<file path="src/sv/skht_pkg.sv">
// Shared types, codes and constants of the string-key hash table.
// Used by skht_front, skht_queue, skht_back and the top level.
`default_nettype none

package skht_pkg;

  localparam int unsigned TABLE_SLOTS_DEF = 101;
  localparam int unsigned MAX_PROBES_DEF  = 20;
  localparam int unsigned KEY_CHARS_DEF   = 15;

  localparam int unsigned HASH_MULT = 19;
  localparam int unsigned PROBE_LIN = 23;

  localparam int unsigned SLOT_W         = 7;
  localparam int unsigned OCC_W          = 7;
  localparam int unsigned KEY_LOW_W      = 64;
  localparam int unsigned KEY_HIGH_W     = 56;
  localparam int unsigned KEY_BITS_MAX   = KEY_LOW_W + KEY_HIGH_W;
  localparam int unsigned SLOT_IDX_MAX_W = 10;  // enough for the largest table
  localparam int unsigned CPOS_W         = 4;
  localparam int unsigned WSUM_W         = 15;
  localparam int unsigned PROD_W         = 20;
  localparam int unsigned QUEUE_DEPTH    = 2;

  typedef enum logic [1:0] {
    MODE_ADD   = 2'd0,
    MODE_DEL   = 2'd1,
    MODE_CLEAR = 2'd2,
    MODE_READ  = 2'd3
  } mode_e;

  typedef enum logic [2:0] {
    ST_INSERTED  = 3'd0,
    ST_PRESENT   = 3'd1,
    ST_NO_FREE   = 3'd2,
    ST_DELETED   = 3'd3,
    ST_NOT_FOUND = 3'd4,
    ST_CLEARED   = 3'd5,
    ST_READ      = 3'd6
  } status_e;

  typedef struct packed {
    logic [1:0]        mode;
    logic [7:0]        char_code;
    logic              last_char;
    logic [SLOT_W-1:0] slot_index;
  } req_t;

  typedef struct packed {
    logic [2:0]            status;
    logic [SLOT_W-1:0]     slot;
    logic [OCC_W-1:0]      occupied_count;
    logic [KEY_LOW_W-1:0]  key_low;
    logic [KEY_HIGH_W-1:0] key_high;
    logic                  key_valid;
  } res_t;

  // Request passed from the front to the back.
  typedef struct packed {
    mode_e                     op;
    logic [KEY_BITS_MAX-1:0]   key;
    logic [SLOT_IDX_MAX_W-1:0] home;
    logic [SLOT_W-1:0]         idx;
    logic                      empty;
  } cmd_t;

endpackage

`default_nettype wire

</file>
<file path="src/sv/skht_queue.sv">
// Short request queue between the front and the back.
// Depends on skht_pkg.
`default_nettype none

module skht_queue (
  input  logic           clk_i,
  input  logic           rst_ni,
  input  logic           push_i,
  input  skht_pkg::cmd_t push_data_i,
  output logic           full_o,
  input  logic           pop_i,
  output logic           empty_o,
  output skht_pkg::cmd_t pop_data_o
);
  import skht_pkg::*;

  localparam int unsigned PTR_W = (QUEUE_DEPTH > 1) ? $clog2(QUEUE_DEPTH) : 1;
  localparam int unsigned CNT_W = $clog2(QUEUE_DEPTH + 1);

  cmd_t             ent_q [QUEUE_DEPTH];
  logic [PTR_W-1:0] wr_q;
  logic [PTR_W-1:0] rd_q;
  logic [CNT_W-1:0] cnt_q;
  logic             do_push;
  logic             do_pop;

  assign full_o     = (cnt_q == CNT_W'(QUEUE_DEPTH));
  assign empty_o    = (cnt_q == '0);
  assign pop_data_o = ent_q[rd_q];
  assign do_push    = push_i && !full_o;
  assign do_pop     = pop_i && !empty_o;

  always_ff @(posedge clk_i) begin
    if (do_push) begin
      ent_q[wr_q] <= push_data_i;
    end
  end

  always_ff @(posedge clk_i or negedge rst_ni) begin
    if (!rst_ni) begin
      wr_q  <= '0;
      rd_q  <= '0;
      cnt_q <= '0;
    end else begin
      if (do_push) begin
        wr_q <= (wr_q == PTR_W'(QUEUE_DEPTH - 1)) ? '0 : wr_q + PTR_W'(1);
      end
      if (do_pop) begin
        rd_q <= (rd_q == PTR_W'(QUEUE_DEPTH - 1)) ? '0 : rd_q + PTR_W'(1);
      end
      if (do_push && !do_pop) begin
        cnt_q <= cnt_q + CNT_W'(1);
      end else if (do_pop && !do_push) begin
        cnt_q <= cnt_q - CNT_W'(1);
      end
    end
  end

endmodule

`default_nettype wire

</file>
<file path="config.mk">
export PLATFORM = sky130hd
export DESIGN_NAME = skht_queue
export DESIGN_NICKNAME = d
export VERILOG_FILES = /design/src/sv/skht_pkg.sv /design/src/sv/skht_queue.sv
export SDC_FILE = /design/constraint.sdc
export NUM_CORES = 1
export LEC_CHECK = 0
export CAP_MARGIN = 10
export CORE_UTILIZATION = 30
export DETAILED_ROUTE_END_ITERATION = 16
export DONT_BUFFER_PORTS = 1
export GPL_TIMING_DRIVEN = 0
export HOLD_SLACK_MARGIN = 0.03
export PLACE_DENSITY_LB_ADDON = 0.15
export SETUP_SLACK_MARGIN = 0.4
export SYNTH_ARGS = -nofsm -noshare
export SYNTH_HDL_FRONTEND = slang
export SYNTH_SLANG_ARGS = --single-unit
</file>
<file path="constraint.sdc">
create_clock -name clk_i -period 12.8 [get_ports clk_i]
set_input_delay 2.56 -clock clk_i [delete_from_list [all_inputs] [get_ports clk_i]]
set_output_delay 2.56 -clock clk_i [all_outputs]
set_load 0.005 [all_outputs]
</file>
; After elaboration in Yosys (flattened, before gate mapping)
; Memory sizes are Yosys's and may differ from the RTL's.
; Cells that the tools add are included.
[classes]
n_eq_ne = 1
n_addsub = 4
n_mux = 6
reduce_logical = 10
[ops]
columns = cell, n
row1 = logical AND 1 bit, 4
row2 = logical NOT 1 bit, 4
row3 = 2-to-1 mux 1 bit, 4
row4 = 2-to-1 mux 2 bit, 2
row5 = "adder 1 bit, second input constant", 2
row6 = "adder 2 x 1 -> 2 bit, second input constant", 1
row7 = "== test 2 bit, second input constant", 1
row8 = logical NOT 2 bit, 1
row9 = nonzero test 2 bit, 1
row10 = "subtractor 2 x 1 -> 2 bit, second input constant", 1
[totals]
ff_bits = 4
mem_bits_rw = 280
n_memories = 1
output_inout_bits = 142
word_cells = 25
in_bits = 144
[memory_table]
columns = name, depth, word_bits, read_ports, rd_clocked_by_memory_dff, write_ports, line
row1 = ent_q, 2, 140, 1, 0, 1, skht_queue.sv:20  ; cmd_t ent_q [QUEUE_DEPTH];

; Logic depth before layout (Yosys ltp)
[logic_depth]
depth_word = 7
mapped_depth = 7
mapped_depth_nobuf = 7

; Worst setup path after synthesis
; Ideal clock, no wire load.
[synth_path]
kind = input -> register
start = in push_i
end = mem ent_q[0][0] (netlist name) (enable)
cell_stages = 2
n_path_buf = 0
setup_ps = 641
arrival_time_ps = 8463
required_ps = 12159
setup_slack_ps = 3696
cell_sequence = nand2_1 -> nor2_1
[synth_via]
elab_chain_cells = 3
[synth_lines]
columns = item, line
row1 = "start, declared", skht_queue.sv:8  ; input logic push_i,
row2 = logical AND 1 bit, skht_queue.sv:30  ; assign do_push = push_i && !full_o;
row3 = 2-to-1 mux 1 bit, skht_queue.sv:34  ; if (do_push) begin
row4 = 2-to-1 mux 1 bit (implied by the code), skht_queue.sv:35  ; ent_q[wr_q] <= push_data_i;
row5 = "end, declared", skht_queue.sv:20
; No other way between the ends.

==> impl_metrics.ini <==
[run_status]
status = finished clean

[layout]
syn_to_final_growth_pct = 15.97
nFillCells = 3185
nets = 639
drive_gt1_share_pct = 40.54
diodes = 0
layout.cells.non_filler = 973

[power_and_ir_drop]
peakVddDrop_uv = 126.1
leakage_uw = 0.004267
power_density_mw_per_mm2 = 236.3

[clock_tree]
ctsHtreeMaxLevel = 1
cts_root_buf = clkbuf_16
cts_hold_buf = 0
ctsResizeCount = 0
clk_pin_slew_worst_paths_ns = 0.06
insertion_delay_ns = 0.56
cts.sinks = 284
postCtsSetupBuffers = 0
numCtsBuffers = 30
cts_buffer_depth = 3
cts_tree = built

[grt]
grtUsageMet2_pct = 17.57
use_met3_pct = 7.122
antenna_found_initial = 0
use_met1_pct = 10.13
grt_pass1_vias = 4554
busiest_layer = met2
grt_pass1_wl_um = 28190
grt-ovfl-total = 0
grt_max_degree = 56
grt_usage_pct = 10.48

[floorplan]
num_rows = 68
io_pins = 286
die_w_um = 190.6
die_h_um = 190.6
die_area_mm2 = 0.03633
start_util_pct = 30.67
core_mm2 = 0.03480

[synthesis]
ys.flop_type = edfxtp_1
syn_area_per_cell_um2 = 23.45
synth_commonest_cells = edfxtp_1, mux2_4, mux2_2
yosys-top-cells-area = edfxtp_1, mux2_4, mux2_2, buf_6, dfrtp_1
yosysMostFrequentCell = edfxtp_1
synth_top_area_share_pct = 78.79
synth_top_area_cell = edfxtp_1
ys_warn_count = 0
syn-instance-count = 455
synth-seq-cells = 284
synth_area_mm2 = 0.01067
ys_seq_area_share_pct = 79.73
synth-edff-count = 280
synth.distinct_cells = 16
syn_nets = 600
async_flop_share_pct = 1.408

[detailed_routing]
drc = 0
initialDrtViolationCount = 131
vias = 4245
wl_per_cell_um = 20.64
vias_per_cell = 4.363
routed_wl_um = 20080
ant_nets = 0
dr.pass1.iters = 4

[timing]
min_period_ns = 4.345
period_share_pct = 33.95
finalHoldViolCount = 0
setup_viol = 0
finClkSkew_ns = 0.01283
slew_violations = 0
fin_setup_tns_ns = 0
slew_headroom_pct = 55.86
worstMarginPinSlew_ns = 0.6621
timing.fmax_ghz = 0.2302
rsz0062_at_grt = no

[place]
place_inst = 917
port_buffers = 0
gp_congestion = 0.7020
dpl.hpwl_um = 13990

[worst_setup_path]
cp.arrival_ns = 1.78
start_kind = register
cp_common_cell = buf_6
crit_path_end_kind = output port
max_stage_delay_ns = 0.34
crit_path_max_fanout = 10
cpLargestDelayFamily = buffers and inverters
required_ns = 10.24
cp_cell_sequence = buf_6, buf_8, buf_6, mux2_4
worstSetupPathType = register to output port
critPathSlowestCell = dfrtp_1
crit_buf_inv = 3

[min_path]
hold_class = register to register

[run]
maxCapViolCount = 0
-- through the flow --
step | util [%] | setup slack [ns] | power, µW | hold WS (ns) | cell area [µm²]
global route | 35.56 | 8.354 | 3063 | 0.5386 | 12380
floorplan | - | 3.696 | 1956 | 0.4608 | 10670
CTS | 35.56 | 8.376 | 2986 | 0.5315 | 12380
global placement | 32.30 | 0.3650 | 2154 | 0.4803 | 11240
finish | 35.56 | 8.455 | 2924 | 0.5333 | 12380
detailed placement | 32.78 | 8.830 | 2141 | 0.5192 | 11410
-- logic make-up after synthesis --
group	share of synthesized area, %
buf+inv	1.501
flops	79.73
mux	17.94
compound gates	0.04685
xor+xnor	0.4104
simple gates	0.2580
fa+ha+maj	0.1172
-- path summary, 6_finish.rpt --
path | cells past startpoint | start | slack [ns] | endpoint
worst max-delay path | 4 | rd_q | 8.46 | pop_data_o[43]
worst min-delay path | 1 | cnt_q[1] | 0.53 | cnt_q[1]
worst max register to register | 5 | cnt_q[0] | 10.77 | ent_q[0][89]
worst min register to register | 1 | cnt_q[1] | 0.53 | cnt_q[1]
max in group asynchronous | 0 | rst_ni | 11.05 | rd_q
min in group asynchronous | 0 | rst_ni | 1.69 | cnt_q[1]
-- worst register-to-register path: cells and delay by family, from the launching register on --
kind / cells / cell delay (ns)
and+or+nand+nor: 3 / 0.77
buffers and inverters: 2 / 0.50
DFF: 1 / 0.43
-- sequential cells by signal, summed over array words and instances (netlist names) --
| signal | flops |
|---|---|
| wr_q | 1 |
| cnt_q | 2 |
| rd_q | 1 |
| ent_q | 280 |
-- cell type report --
| cell class | instances | area, µm² | area share, % |
|---|---|---|---|
| Buffer | 16 | 152.6 | 1.233 |
| Clock buffer | 35 | 790.8 | 6.390 |
| Clock inverter | 21 | 176.4 | 1.426 |
| Inverter | 2 | 7.507 | 0.06066 |
| Multi-Input combinational cell | 153 | 2016 | 16.29 |
| Sequential cell | 284 | 8508 | 68.75 |
| Tap cell | 455 | 569.3 | 4.600 |
| Timing Repair Buffer | 7 | 155.1 | 1.254 |
-- metal layers --
| layer | vias up | wire length [µm] | share of wire, % |
|---|---|---|---|
| met1 | 2106 | 6688 | 33 |
| met3 | 38 | 3187 | 16 |
| met4 | 0 | 595 | 3.0 |
| met2 | 218 | 9612 | 48 |
| met5 | - | 0 | 0 |
| li1 | 1883 | - | - |
-- power breakdown --
| group | switching (µW) | internal [µW] | total [µW] |
|---|---|---|---|
| clock network | 335 | 498 | 833 |
| logic | 401 | 374 | 775 |
| registers | 46.9 | 1270 | 1320 |
-- cell usage in the layout, fill, tap and decap left out, types with 4 or more instances in the layout --
master / instances
buf_6: 10
buf_12: 5
dfrtp_1: 4
clkbuf_16: 31
clkinv_1: 7
edfxtp_1: 280
buf_2: 5
clkinv_2: 9
mux2_4: 90
clkbuf_1: 4
mux2_2: 50
Power figures use the tool's default switching activity.
