**src/sv/skht_pkg.sv**
```systemverilog
// Shared types, codes and constants of the string-key hash table.
// Used by skht_front, skht_queue, skht_back and the top level.
`default_nettype none

package skht_pkg;

  localparam int unsigned TABLE_SLOTS_DEF = 101;
  localparam int unsigned MAX_PROBES_DEF  = 20;
  localparam int unsigned KEY_CHARS_DEF   = 15;

  localparam int unsigned HASH_MULT = 19;
  localparam int unsigned PROBE_LIN = 23;

  localparam int unsigned SLOT_W         = 7;
  localparam int unsigned OCC_W          = 7;
  localparam int unsigned KEY_LOW_W      = 64;
  localparam int unsigned KEY_HIGH_W     = 56;
  localparam int unsigned KEY_BITS_MAX   = KEY_LOW_W + KEY_HIGH_W;
  localparam int unsigned SLOT_IDX_MAX_W = 10;  // enough for the largest table
  localparam int unsigned CPOS_W         = 4;
  localparam int unsigned WSUM_W         = 15;
  localparam int unsigned PROD_W         = 20;
  localparam int unsigned QUEUE_DEPTH    = 2;

  typedef enum logic [1:0] {
    MODE_ADD   = 2'd0,
    MODE_DEL   = 2'd1,
    MODE_CLEAR = 2'd2,
    MODE_READ  = 2'd3
  } mode_e;

  typedef enum logic [2:0] {
    ST_INSERTED  = 3'd0,
    ST_PRESENT   = 3'd1,
    ST_NO_FREE   = 3'd2,
    ST_DELETED   = 3'd3,
    ST_NOT_FOUND = 3'd4,
    ST_CLEARED   = 3'd5,
    ST_READ      = 3'd6
  } status_e;

  typedef struct packed {
    logic [1:0]        mode;
    logic [7:0]        char_code;
    logic              last_char;
    logic [SLOT_W-1:0] slot_index;
  } req_t;

  typedef struct packed {
    logic [2:0]            status;
    logic [SLOT_W-1:0]     slot;
    logic [OCC_W-1:0]      occupied_count;
    logic [KEY_LOW_W-1:0]  key_low;
    logic [KEY_HIGH_W-1:0] key_high;
    logic                  key_valid;
  } res_t;

  // Request passed from the front to the back.
  typedef struct packed {
    mode_e                     op;
    logic [KEY_BITS_MAX-1:0]   key;
    logic [SLOT_IDX_MAX_W-1:0] home;
    logic [SLOT_W-1:0]         idx;
    logic                      empty;
  } cmd_t;

endpackage

`default_nettype wire

```
**src/sv/skht_front.sv**
```systemverilog
// Front end: gathers key characters, hashes the finished key to its home slot
// and pushes requests to the queue. Depends on skht_pkg.
`default_nettype none

module skht_front #(
  parameter int unsigned TableSlots = skht_pkg::TABLE_SLOTS_DEF,
  parameter int unsigned KeyChars   = skht_pkg::KEY_CHARS_DEF
) (
  input  logic           clk_i,
  input  logic           rst_ni,
  input  logic           start,
  output logic           busy,
  input  skht_pkg::req_t req_i,
  output logic           push_o,
  output skht_pkg::cmd_t push_data_o,
  input  logic           q_full_i
);
  import skht_pkg::*;

  localparam int unsigned IW     = $clog2(TableSlots);
  localparam int unsigned KW     = 8 * KeyChars;
  localparam int unsigned RCP_SH = PROD_W + IW;
  localparam int unsigned RCP_W  = PROD_W + 1;
  localparam longint unsigned RCP_M =
    ((64'd1 << RCP_SH) + 64'(TableSlots) - 64'd1) / 64'(TableSlots);

  typedef enum logic [2:0] {F_IDLE, F_MUL, F_QUO, F_REM, F_PUSH} fstate_e;

  fstate_e                 fst_q;
  logic [KW-1:0]           gath_q;
  logic [CPOS_W-1:0]       cpos_q;
  logic [WSUM_W-1:0]       wsum_q;
  logic [KEY_BITS_MAX-1:0] key_q;
  mode_e                   op_q;
  logic                    empty_q;
  logic [WSUM_W-1:0]       hsum_q;
  logic [PROD_W-1:0]       prod_q;
  logic [PROD_W-1:0]       quo_q;
  logic [IW-1:0]           rem_q;

  mode_e                   mode;
  logic                    accept;
  logic                    is_key_op;
  logic                    take_ch;
  logic [CPOS_W-1:0]       cpos_upd;
  logic [KW-1:0]           gath_upd;
  logic [WSUM_W-1:0]       wsum_upd;
  logic [11:0]             wprod;
  logic [PROD_W+RCP_W-1:0] quo_full;
  logic [PROD_W-1:0]       quo_mul;
  logic [PROD_W-1:0]       rem_full;

  assign busy      = (fst_q != F_IDLE) || q_full_i;
  assign mode      = mode_e'(req_i.mode);
  assign accept    = start && !busy;
  assign is_key_op = (mode == MODE_ADD) || (mode == MODE_DEL);
  assign take_ch   = (req_i.char_code != 8'd0) && (cpos_q < CPOS_W'(KeyChars));
  assign wprod     = 12'(req_i.char_code) * 12'(cpos_q + CPOS_W'(1));

  always_comb begin
    gath_upd = gath_q;
    cpos_upd = cpos_q;
    wsum_upd = wsum_q;
    if (take_ch) begin
      gath_upd[8*cpos_q +: 8] = req_i.char_code;
      cpos_upd = cpos_q + CPOS_W'(1);
      wsum_upd = wsum_q + WSUM_W'(wprod);
    end
  end

  // Quotient by reciprocal multiply, exact for any PROD_W-bit product;
  // the quotient is registered in F_QUO and the remainder after it in F_REM.
  assign quo_full = (PROD_W+RCP_W)'(prod_q) * (PROD_W+RCP_W)'(RCP_M);
  assign quo_mul  = quo_q * PROD_W'(TableSlots);
  assign rem_full = prod_q - quo_mul;

  always_comb begin
    push_o            = 1'b0;
    push_data_o       = '0;
    push_data_o.op    = mode;
    push_data_o.idx   = req_i.slot_index;
    if (fst_q == F_IDLE && accept && !is_key_op) begin
      push_o = 1'b1;
    end else if (fst_q == F_PUSH && !q_full_i) begin
      push_o            = 1'b1;
      push_data_o.op    = op_q;
      push_data_o.key   = key_q;
      push_data_o.home  = SLOT_IDX_MAX_W'(rem_q);
      push_data_o.empty = empty_q;
    end
  end

  always_ff @(posedge clk_i or negedge rst_ni) begin
    if (!rst_ni) begin
      fst_q   <= F_IDLE;
      gath_q  <= '0;
      cpos_q  <= '0;
      wsum_q  <= '0;
      key_q   <= '0;
      op_q    <= MODE_ADD;
      empty_q <= 1'b0;
      hsum_q  <= '0;
      prod_q  <= '0;
      quo_q   <= '0;
      rem_q   <= '0;
    end else begin
      unique case (fst_q)
        F_IDLE: begin
          if (accept && is_key_op) begin
            if (req_i.last_char) begin
              key_q   <= KEY_BITS_MAX'(gath_upd);
              op_q    <= mode;
              empty_q <= (cpos_upd == '0);
              hsum_q  <= wsum_upd;
              gath_q  <= '0;
              cpos_q  <= '0;
              wsum_q  <= '0;
              fst_q   <= F_MUL;
            end else begin
              gath_q <= gath_upd;
              cpos_q <= cpos_upd;
              wsum_q <= wsum_upd;
            end
          end
        end
        F_MUL: begin
          prod_q <= PROD_W'(hsum_q) * PROD_W'(HASH_MULT);
          fst_q  <= F_QUO;
        end
        F_QUO: begin
          quo_q <= PROD_W'(quo_full >> RCP_SH);
          fst_q <= F_REM;
        end
        F_REM: begin
          rem_q <= rem_full[IW-1:0];
          fst_q <= F_PUSH;
        end
        F_PUSH: begin
          if (!q_full_i) begin
            fst_q <= F_IDLE;
          end
        end
        default: begin
          fst_q <= F_IDLE;
        end
      endcase
    end
  end

endmodule

`default_nettype wire

```
**config.mk**
```make
export PLATFORM = sky130hd
export DESIGN_NAME = skht_front
export DESIGN_NICKNAME = d
export VERILOG_FILES = /design/src/sv/skht_pkg.sv /design/src/sv/skht_front.sv
export SDC_FILE = /design/constraint.sdc
export NUM_CORES = 1
export LEC_CHECK = 0
export ABC_AREA = 1
export BUFFER_PORTS_ARGS = -buffer_cell sky130_fd_sc_hd__buf_2
export CAP_MARGIN = 20
export CORE_MARGIN = 2
export CORE_UTILIZATION = 56
export DETAILED_ROUTE_END_ITERATION = 8
export PLACE_DENSITY = 0.87
export SETUP_SLACK_MARGIN = 0.02
export SLEW_MARGIN = 0
export SYNTH_ARGS = -nofsm -noshare
export SYNTH_HDL_FRONTEND = slang
export SYNTH_SLANG_ARGS = --single-unit
```
**constraint.sdc**
```tcl
create_clock -name clk_i -period 5 [get_ports clk_i]
set_input_delay 1 -clock clk_i [delete_from_list [all_inputs] [get_ports clk_i]]
set_output_delay 1 -clock clk_i [all_outputs]
set_load 0.02 [all_outputs]
```
Word-level counts from Yosys, hierarchy flattened
Cells that the tools add are included.
{"block": "classes", "div_mod_pow": 0, "mux": 17, "n_reduce_logical": 19, "mul": 4, "n_lt_le_gt_ge": 1, "bitwise_logic": 0, "addsub": 5, "n_eq_ne": 8, "shift": 2}
{"op": "132-bit two-way mux", "count": 2}
{"op": "120-bit two-way mux", "count": 2}
{"op": "120-bit bitwise mux", "count": 1}
{"op": "8-bit by 34-bit variable shift with 120-bit output, first input constant", "count": 1}
{"op": "8-bit by 34-bit indexed part select with 120-bit output", "count": 1}
{"op": "20-bit by 21-bit multiplier with 41-bit output, second input constant", "count": 1}
{"op": "7-bit negator with 34-bit output", "count": 1}
{"op": "15-bit two-way mux", "count": 2}
{"op": "15-bit by 5-bit multiplier with 20-bit output, second input constant", "count": 1}
{"op": "15-bit by 12-bit adder with 15-bit output", "count": 1}
{"op": "3-bit case mux with 5 select lines", "count": 1}
{"op": "14-bit by 7-bit multiplier with 7-bit output, second input constant", "count": 1}
{"op": "8-bit by 5-bit multiplier with 12-bit output", "count": 1}
{"op": "3-bit two-way mux", "count": 3}
{"op": "4-bit two-way mux", "count": 2}
{"op": "8-bit nonzero test", "count": 1}
{"op": "7-bit subtractor", "count": 1}
{"op": "3-bit by 2-bit equality test with 1-bit output, second input constant", "count": 2}
{"op": "1-bit logical AND", "count": 6}
{"op": "3-bit AND reduction", "count": 2}
{"op": "4-bit by 1-bit adder with 5-bit output, second input constant", "count": 1}
{"op": "4-bit by 1-bit adder with 4-bit output, second input constant", "count": 1}
{"op": "4-bit zero test", "count": 1}
{"op": "4-bit less-than comparator, second input constant", "count": 1}
{"op": "other kinds (12)", "count": 19}
{"block": "totals", "latchBits": 0, "register_bits": 321, "out_inout_bits": 142, "ram_bits": 0, "rom_bits": 0, "memories": 0}

Longest topological paths before layout
Gate-level depths: netlist (run 1).
{"block": "logic_depth", "ltp_word": 7, "ltp_mapped": 34, "depth_no_buf": 33}

Worst setup path before layout (run 1)
No wires, ideal clock.
{"block": "synth_timing", "path_kind": "register to register", "from": "register prod_q[17]", "to": "register quo_q[1]", "setup_slack_ns": -0.277, "stages_incl_launch_ff": 21, "t_arrival_ns": 5.160, "n_path_buf": 0, "required_time_ns": 4.882, "synth_period_minus_slack_ns": 5.277, "cell_sequence": "dfrtp_1 fa_1 inv_1 fa_1 inv_1 fa_1 fa_1 fa_1 inv_1 fa_1 inv_1 ha_1 ha_1 nand2_1 inv_1 a21oi_1 nor2_1 nor3_1 nand3b_1 nand3_1 nand2_1"}
{"block": "synth_via", "elab_chain_len": 1}
{"item": "from (decl)", "line": "skht_front.sv:37", "source": "logic [PROD_W-1:0] prod_q;"}
{"item": "from (signal assigned)", "line": "skht_front.sv:127", "source": "prod_q <= PROD_W'(hsum_q) * PROD_W'(HASH_MULT);"}
{"item": "20-bit by 21-bit multiplier with 41-bit output", "line": "skht_front.sv:73", "source": "assign quo_full = (PROD_W+RCP_W)'(prod_q) * (PROD_W+RCP_W)'(RCP_M);"}
{"item": "to (signal assigned)", "line": "skht_front.sv:131", "source": "quo_q <= PROD_W'(quo_full >> RCP_SH);"}
{"item": "to (decl)", "line": "skht_front.sv:38", "source": "logic [PROD_W-1:0] quo_q;"}
No other way between the ends.
A chain may end at the register's enable or synchronous reset.

Final worst setup path (run 1)
{"block": "layout_timing", "from": "register prod_q[17]", "to": "register quo_q[3]"}
The elaborated chain is that of the path after synthesis.

==> results.json, run 1 <==
{
  "grt_pass1_wl_um": 117600,
  "fin_ws_ps": -316.5,
  "tritoncts.num_buffers": 35,
  "maxClockFrequency_mhz": 188.1,
  "reg2reg_from": "prod_q[17]",
  "skew_ps": 10.40,
  "placed_cells_incl_taps": 4282,
  "clockRootBuffer": "sky130_fd_sc_hd__clkbuf_16",
  "io_buffers": 146,
  "outcome": "finished with violations",
  "timing.critical_path.to_type": "flop",
  "crit_type": "reg2reg",
  "dominant_combinational_cell_family_by_area_after_synthesis": "simple AND/OR/NAND/NOR gates",
  "antenna_cells_inserted": 0,
  "global_route.overflow_total": 0,
  "post_layout_instance_count_excluding_filler_cells": 4375,
  "final_min_period_over_clock_period": 1.063,
  "hold_path_class": "in2async",
  "synth-compound-area-share": 0.05351,
  "vias_per_cell": 5.511,
  "nNetsFinal": 4178,
  "worst_pin_slew_ps": 1113,
  "postSynth.asyncResetShare": 1.000,
  "post_synth_main_area_contributors": "sky130_fd_sc_hd__dfrtp_1 (30%), sky130_fd_sc_hd__nand2_1 (13%), sky130_fd_sc_hd__fa_1 (12%)",
  "unrepaired_setup_endpoints_after_global_routing": "yes",
  "final_core_area_utilization": 0.6640,
  "floorplan.core_area_mm2": 0.04626,
  "dp_worst_setup_slack_ps": -295.9,
  "globalRouteTotalUtil": 0.3064,
  "cts-hold-fix-buffers": 0,
  "netlist.area_leader.share": 0.3008,
  "worst_r2r_endpoint": "quo_q[3]",
  "grt_start_max_net_pins": 116,
  "via_count_of_the_first_global_routing_pass": 23216,
  "synthDistinctLibCells": 42,
  "muxShareOfSynthArea": 0,
  "synth_enable_flop_cells": 0,
  "grt_antenna_before_repair": 1,
  "timing_hold_violations_final": 0,
  "drt.antenna.violating_nets": 0,
  "cp_max_fo": 4,
  "setup_viol_count_final": 9,
  "clkTransAtPathRegs_ps": 70,
  "synth-main-ff-cell": "sky130_fd_sc_hd__dfrtp_1",
  "tritoncts_clock_tree": "built",
  "layout_overhead_on_the_synthesized_area_pct": 17.60,
  "period_minus_slack_ps": 5317,
  "num_vias": 24109,
  "initialDrtViolationCount": 2384,
  "routedWlPerCell_um": 17.26,
  "synthesized_area_fraction_occupied_by_xor_and_xnor_cells": 0.01274,
  "timing.max_cap.violations": 0,
  "cts.sinks": 314,
  "clock_tree.buffer_depth": 3,
  "starting_density_of_the_core": 0.5646,
  "remaining_drc_errors": 0,
  "synthSimpleGateAreaFrac": 0.2666,
  "post-dp-hpwl_um": 53890,
  "crit_arrival_ps": 5760,
  "floorplan.die.height_um": 220.0,
  "totalWireLength_um": 75520,
  "failed_checks": "negative setup slack",
  "floorplan.die.width_um": 220.0,
  "placer_congestion": 0.9983,
  "timing.final.max_slew_violations": 0,
  "synth_area_leader_cell": "sky130_fd_sc_hd__dfrtp_1",
  "detailedRoute.firstPassIterationCount": 6,
  "clk_latency_ps": 560,
  "die_area_mm2": 0.04839,
  "synthAdderAreaFrac": 0.2426,
  "start_kind": "flop",
  "layout.filler_cells": 3459,
  "synth_cells": 3502,
  "htreeDepth": 2,
  "r2r.worst_path.cells": 21,
  "proportion_of_layout_cells_with_a_drive_suffix_above_1": 0.1717,
  "synthesized_flop_and_latch_total": 314,
  "yosysWarningCount": 0,
  "placementRows": 79,
  "worstPathRequired_ps": 5450,
  "synth_seq_area_share": 0.3008,
  "syn-cell-area_mm2": 0.02612,
  "fin_tns_setup_ps": -1874,
  "average_footprint_of_a_synthesized_cell_um2": 7.459,
  "io_pins": 164,
  "slew-limit-headroom": 0.2578,
  "worst-r2r-setup-slack_ps": -320
}
## state kept, by name, indices dropped and copies added (netlist names)
register	flops
rem_q	7
quo_q	7
gath_q	120
op_q	2
key_q	120
prod_q	20
wsum_q	15
fst_q	3
cpos_q	4
empty_q	1
hsum_q	15
## metrics by stage
step / hold WS (ps) / area [um^2]
2_1_floorplan: 443.4 / 26300
3_3_place_gp: 454.8 / 28400
3_5_place_dp: 459.5 / 28400
4_1_cts: 457.7 / 30070
5_1_grt: 473.0 / 30720
6_report: 418.1 / 30720
## kinds of logic after synthesis
family | after synthesis
flip-flops | 314
buffers and inverters | 828
other | 1
AND/OR/NAND/NOR | 1652
AO/OA/AOI/OAI | 258
XOR/XNOR | 38
adder cells (fa/ha/maj) | 411
## per-layer routing
metal  global-route usage  wire [um]  vias up
li1                     -          -    11271
met1               0.3762      28680    11386
met2               0.5151      36430     1141
met3              0.05769       6113      309
met4               0.1564       4283        2
met5                    0         15        -
## cells in the final DEF (no fill, tap or decap), drive strengths merged
cell    Yosys  routed
o21ai     155     155
o21bai     28      28
nor2      270     270
nand3     398     398
or2        12      12
nor4        4       4
a211oi      1       1
ha        252     252
xnor2      23      23
a21oi      59      59
fa        159     159
clkbuf     56      44
o31ai       1       1
o22ai       5       5
nand2b      1       1
a31oi       1       1
a21boi      1       1
o211ai      3       3
xor2       15      15
inv       711     712
nand4      26      26
conb        1       3
nand3b     10      10
buf        61     321
nor3       13      13
nand2     918     918
clkinv      0      15
dfrtp     314     314
a21o        4       4
## worst max-delay path, cell delays in order (launching register included)
cell and delay [ps]:
sky130_fd_sc_hd__dfrtp_2 440, sky130_fd_sc_hd__fa_2 630, sky130_fd_sc_hd__inv_2 60, sky130_fd_sc_hd__fa_1 470, sky130_fd_sc_hd__inv_1 50, sky130_fd_sc_hd__fa_1 510
sky130_fd_sc_hd__fa_1 450, sky130_fd_sc_hd__fa_1 520, sky130_fd_sc_hd__inv_1 50, sky130_fd_sc_hd__fa_1 500, sky130_fd_sc_hd__inv_2 60, sky130_fd_sc_hd__ha_4 240
sky130_fd_sc_hd__ha_4 300, sky130_fd_sc_hd__nand2_4 80, sky130_fd_sc_hd__nor2_4 140, sky130_fd_sc_hd__nand2_2 80, sky130_fd_sc_hd__nor4_2 260, sky130_fd_sc_hd__nand2_1 130
sky130_fd_sc_hd__nand2_1 70, sky130_fd_sc_hd__nand2_1 50, sky130_fd_sc_hd__nand3_1 70, sky130_fd_sc_hd__nand2_1 50
## layout make-up
type	instances	area (um^2)	share of cell area
timing repair buffer	321	2171	0.07067
clock buffer	44	969.7	0.03157
sequential	314	7879	0.2565
multi-input combinational	2362	16150	0.5258
tap	607	759.5	0.02472
clock inverter	16	117.6	0.003829
inverter	711	2671	0.08696
## repair_timing
action / CTS / global route
endpoints found under the setup margin: 25 / 25
buffers inserted: 21 / 12
pin swaps: 38 / 92
gates cloned: 0 / 0
hold endpoints to repair: 0 / 0
gates resized for setup: 84 / 149
## cell usage after synthesis (15+ instances only)
library cell,n
sky130_fd_sc_hd__a21oi_1,59
sky130_fd_sc_hd__buf_2,40
sky130_fd_sc_hd__buf_4,15
sky130_fd_sc_hd__clkbuf_1,56
sky130_fd_sc_hd__dfrtp_1,314
sky130_fd_sc_hd__fa_1,159
sky130_fd_sc_hd__ha_1,252
sky130_fd_sc_hd__inv_1,695
sky130_fd_sc_hd__inv_2,16
sky130_fd_sc_hd__nand2_1,914
sky130_fd_sc_hd__nand3_1,396
sky130_fd_sc_hd__nand4_1,23
sky130_fd_sc_hd__nor2_1,261
sky130_fd_sc_hd__o21ai_0,119
sky130_fd_sc_hd__o21ai_1,35
sky130_fd_sc_hd__o21bai_1,28
sky130_fd_sc_hd__xnor2_1,23
sky130_fd_sc_hd__xor2_1,15
## worst max path at each step
stage / from / endpoint / slack (ps)
after global placement: prod_q[8] / quo_q[5] / -200
after CTS: prod_q[17] / quo_q[3] / -200
after global routing: prod_q[17] / quo_q[3] / -530
after floorplan: prod_q[13] / quo_q[3] / 20
after detailed placement: prod_q[13] / quo_q[2] / -300
final: prod_q[17] / quo_q[3] / -320
Power of run 1 is not shown: default switching activity piles up to over one toggle a cycle in this logic, so the estimate is an artifact.
==> run 2: changes to the inputs <==
--- a/config.mk
+++ b/config.mk
@@ -5,14 +5,14 @@
 export SDC_FILE = /design/constraint.sdc
 export NUM_CORES = 1
 export LEC_CHECK = 0
-export ABC_AREA = 1
 export BUFFER_PORTS_ARGS = -buffer_cell sky130_fd_sc_hd__buf_2
 export CAP_MARGIN = 20
 export CORE_MARGIN = 2
 export CORE_UTILIZATION = 56
 export DETAILED_ROUTE_END_ITERATION = 8
-export PLACE_DENSITY = 0.87
+export PLACE_DENSITY = 0.88
 export SETUP_SLACK_MARGIN = 0.02
+export SKIP_CTS_REPAIR_TIMING = 1
 export SLEW_MARGIN = 0
 export SYNTH_ARGS = -nofsm -noshare
 export SYNTH_HDL_FRONTEND = slang
==> results.json, run 2 <==
{
  "outcome": "finished with violations",
  "failed_checks": "negative setup slack",
  "worst_pin_slew_ps": 1073,
  "unrepaired_setup_endpoints_after_global_routing": "yes",
  "htreeDepth": 2,
  "setup_viol_count_final": 18,
  "synth.most_common_cell": "sky130_fd_sc_hd__nand2_1",
  "multi_input_gate_area_in_the_final_layout_mm2": 0.01601,
  "detailedRoute.firstPassIterationCount": 8,
  "stdcell_area_mm2": 0.02922,
  "maxClockFrequency_mhz": 170.7,
  "initialDrtViolationCount": 2664,
  "dp_worst_setup_slack_ps": -914.6,
  "floorplan.die.height_um": 214.7,
  "average_footprint_of_a_synthesized_cell_um2": 9.022,
  "r2r.worst_path.cells": 20,
  "nNetsFinal": 3399,
  "crit_type": "reg2reg",
  "routedWlPerCell_um": 19.75,
  "reg2reg_from": "prod_q[10]",
  "postSynth.asyncResetShare": 1.000,
  "vias_per_cell": 6.003,
  "synthDistinctLibCells": 79,
  "synth_area_leader_cell": "sky130_fd_sc_hd__dfrtp_1",
  "critPathLaunch": "prod_q[10]",
  "layout_overhead_on_the_synthesized_area_pct": 17.57,
  "grt_antenna_before_repair": 3,
  "timing.hold.worst.start": "key_q[108]",
  "worst-r2r-setup-slack_ps": -860,
  "tritoncts.num_buffers": 35,
  "starting_density_of_the_core": 0.5646,
  "fin_ws_ps": -858.3,
  "placementRows": 77,
  "via_count_of_the_first_global_routing_pass": 21232,
  "totalWireLength_um": 70760,
  "cts.sinks": 314,
  "fin_hold_ws_ps": 470.2,
  "cp_max_fo": 4,
  "period_minus_slack_ps": 5858,
  "netlist.area_leader.share": 0.3161,
  "final_min_period_over_clock_period": 1.172,
  "timing.final.max_slew_violations": 0,
  "grt_pass1_wl_um": 110700,
  "timing.max_cap.violations": 0,
  "worst_r2r_endpoint": "quo_q[5]",
  "start_kind": "flop",
  "clkTransAtPathRegs_ps": 60,
  "skew_ps": 29.28,
  "synth_cells": 2755,
  "worstPathRequired_ps": 5430,
  "remaining_drc_errors": 0,
  "slew-limit-headroom": 0.2845,
  "floorplan.core_area_mm2": 0.04403,
  "die_area_mm2": 0.04609,
  "synth-main-ff-cell": "sky130_fd_sc_hd__dfrtp_1",
  "floorplan.die.width_um": 214.7,
  "post-dp-hpwl_um": 50110,
  "num_vias": 21501,
  "synth_enable_flop_cells": 0,
  "top_registers": "gath_q: 120 flops, key_q: 120 flops, prod_q: 20 flops",
  "hold_depth": 2,
  "io_pins": 164,
  "global_route.overflow_total": 0,
  "crit_arrival_ps": 6280,
  "tritoncts_clock_tree": "built",
  "clockRootBuffer": "sky130_fd_sc_hd__clkbuf_16",
  "syn-cell-area_mm2": 0.02486,
  "drt.antenna.violating_nets": 0,
  "timing_hold_violations_final": 0,
  "synth_seq_area_share": 0.3161,
  "grt_start_max_net_pins": 243,
  "layout.cells.most_common": "sky130_fd_sc_hd__nand2_1",
  "regArea_mm2": 0.007873,
  "timing.critical_path.to_type": "flop",
  "hold_path_class": "reg2reg",
  "post_synth_main_area_contributors": "sky130_fd_sc_hd__dfrtp_1 (32%), sky130_fd_sc_hd__fa_1 (13%), sky130_fd_sc_hd__ha_1 (13%)",
  "synth.top_cells.by_count": "sky130_fd_sc_hd__nand2_1 (369), sky130_fd_sc_hd__inv_1 (323), sky130_fd_sc_hd__dfrtp_1 (314)",
  "layout_common_cells": "sky130_fd_sc_hd__nand2_1 (362), sky130_fd_sc_hd__inv_1 (304), sky130_fd_sc_hd__dfrtp_1 (302)",
  "clk_latency_ps": 560,
  "worst_hold_endpoint": "key_q[108]",
  "yosysWarningCount": 0,
  "synthesized_flop_and_latch_total": 314,
  "proportion_of_layout_cells_with_a_drive_suffix_above_1": 0.1950,
  "layout.filler_cells": 3111,
  "clock_tree.buffer_depth": 3,
  "placer_congestion": 0.9548,
  "placement_stage_cell_area_mm2": 0.02723,
  "globalRouteTotalUtil": 0.2955,
  "io_buffers": 146
}
run 2: kinds of logic (layout without fill, tap and decap cells):
family	count (synthesis)	count (layout)	share of synthesized area
and+or+nand+nor	782	782	0.1508
xor gates and xnor gates	66	66	0.02356
muxes	56	56	0.02300
buffers and inverters	477	709	0.07686
DFF	314	314	0.3161
other	1	4	0.0001509
adders and majority gates	411	411	0.2549
AOI/OAI and AO/OA	648	648	0.1546
run 2: per-stage QoR:
| stage | TNS [ps] | cells | utilization |
|---|---|---|---|
| floorplan | -3981 | 2757 | - |
| global placement | -9984 | 3507 | 0.6184 |
| detailed placement | -12010 | 3507 | 0.6184 |
| CTS | -10660 | 3567 | 0.6453 |
| global route | -12260 | 3581 | 0.6637 |
| finish | -8658 | 3582 | 0.6638 |
run 2: worst max-delay path by stage:
stage / endpoint
final: quo_q[5]
after global routing: quo_q[5]
after detailed placement: quo_q[5]
after floorplan: quo_q[5]
after global placement: quo_q[5]
after CTS: quo_q[5]
run 2: critical path: stages (launching register included):
cell and delay, ps:
sky130_fd_sc_hd__dfrtp_2 450, sky130_fd_sc_hd__buf_6 140, sky130_fd_sc_hd__fa_2 460, sky130_fd_sc_hd__buf_4 150
sky130_fd_sc_hd__fa_1 390, sky130_fd_sc_hd__ha_1 330, sky130_fd_sc_hd__fa_1 500, sky130_fd_sc_hd__fa_1 570
sky130_fd_sc_hd__inv_1 60, sky130_fd_sc_hd__fa_1 530, sky130_fd_sc_hd__inv_1 70, sky130_fd_sc_hd__ha_4 250
sky130_fd_sc_hd__ha_4 250, sky130_fd_sc_hd__a41oi_1 200, sky130_fd_sc_hd__o21ai_1 120, sky130_fd_sc_hd__a21oi_2 190
sky130_fd_sc_hd__nor4_2 90, sky130_fd_sc_hd__nor4_4 350, sky130_fd_sc_hd__o21ai_2 90, sky130_fd_sc_hd__and3b_1 170
sky130_fd_sc_hd__or3_1 380
run 2: layer usage:
metal / track usage / wire, um / share of wire
met1: 0.3902 / 27680 / 0.39
met2: 0.4896 / 34390 / 0.49
met3: 0.05348 / 6030 / 0.085
met4: 0.1058 / 2642 / 0.037
met5: 0 / 13 / 0.00018
run 2: layout make-up:
cell class	instances	area share
clock buffer	48	0.03404
timing repair buffer	326	0.07552
inverter	323	0.04149
multi-input combinational	1966	0.5477
tap	592	0.02535
clock inverter	12	0.006422
antenna	1	0.00008563
sequential	314	0.2694
Power of run 2 is left out for the same reason.
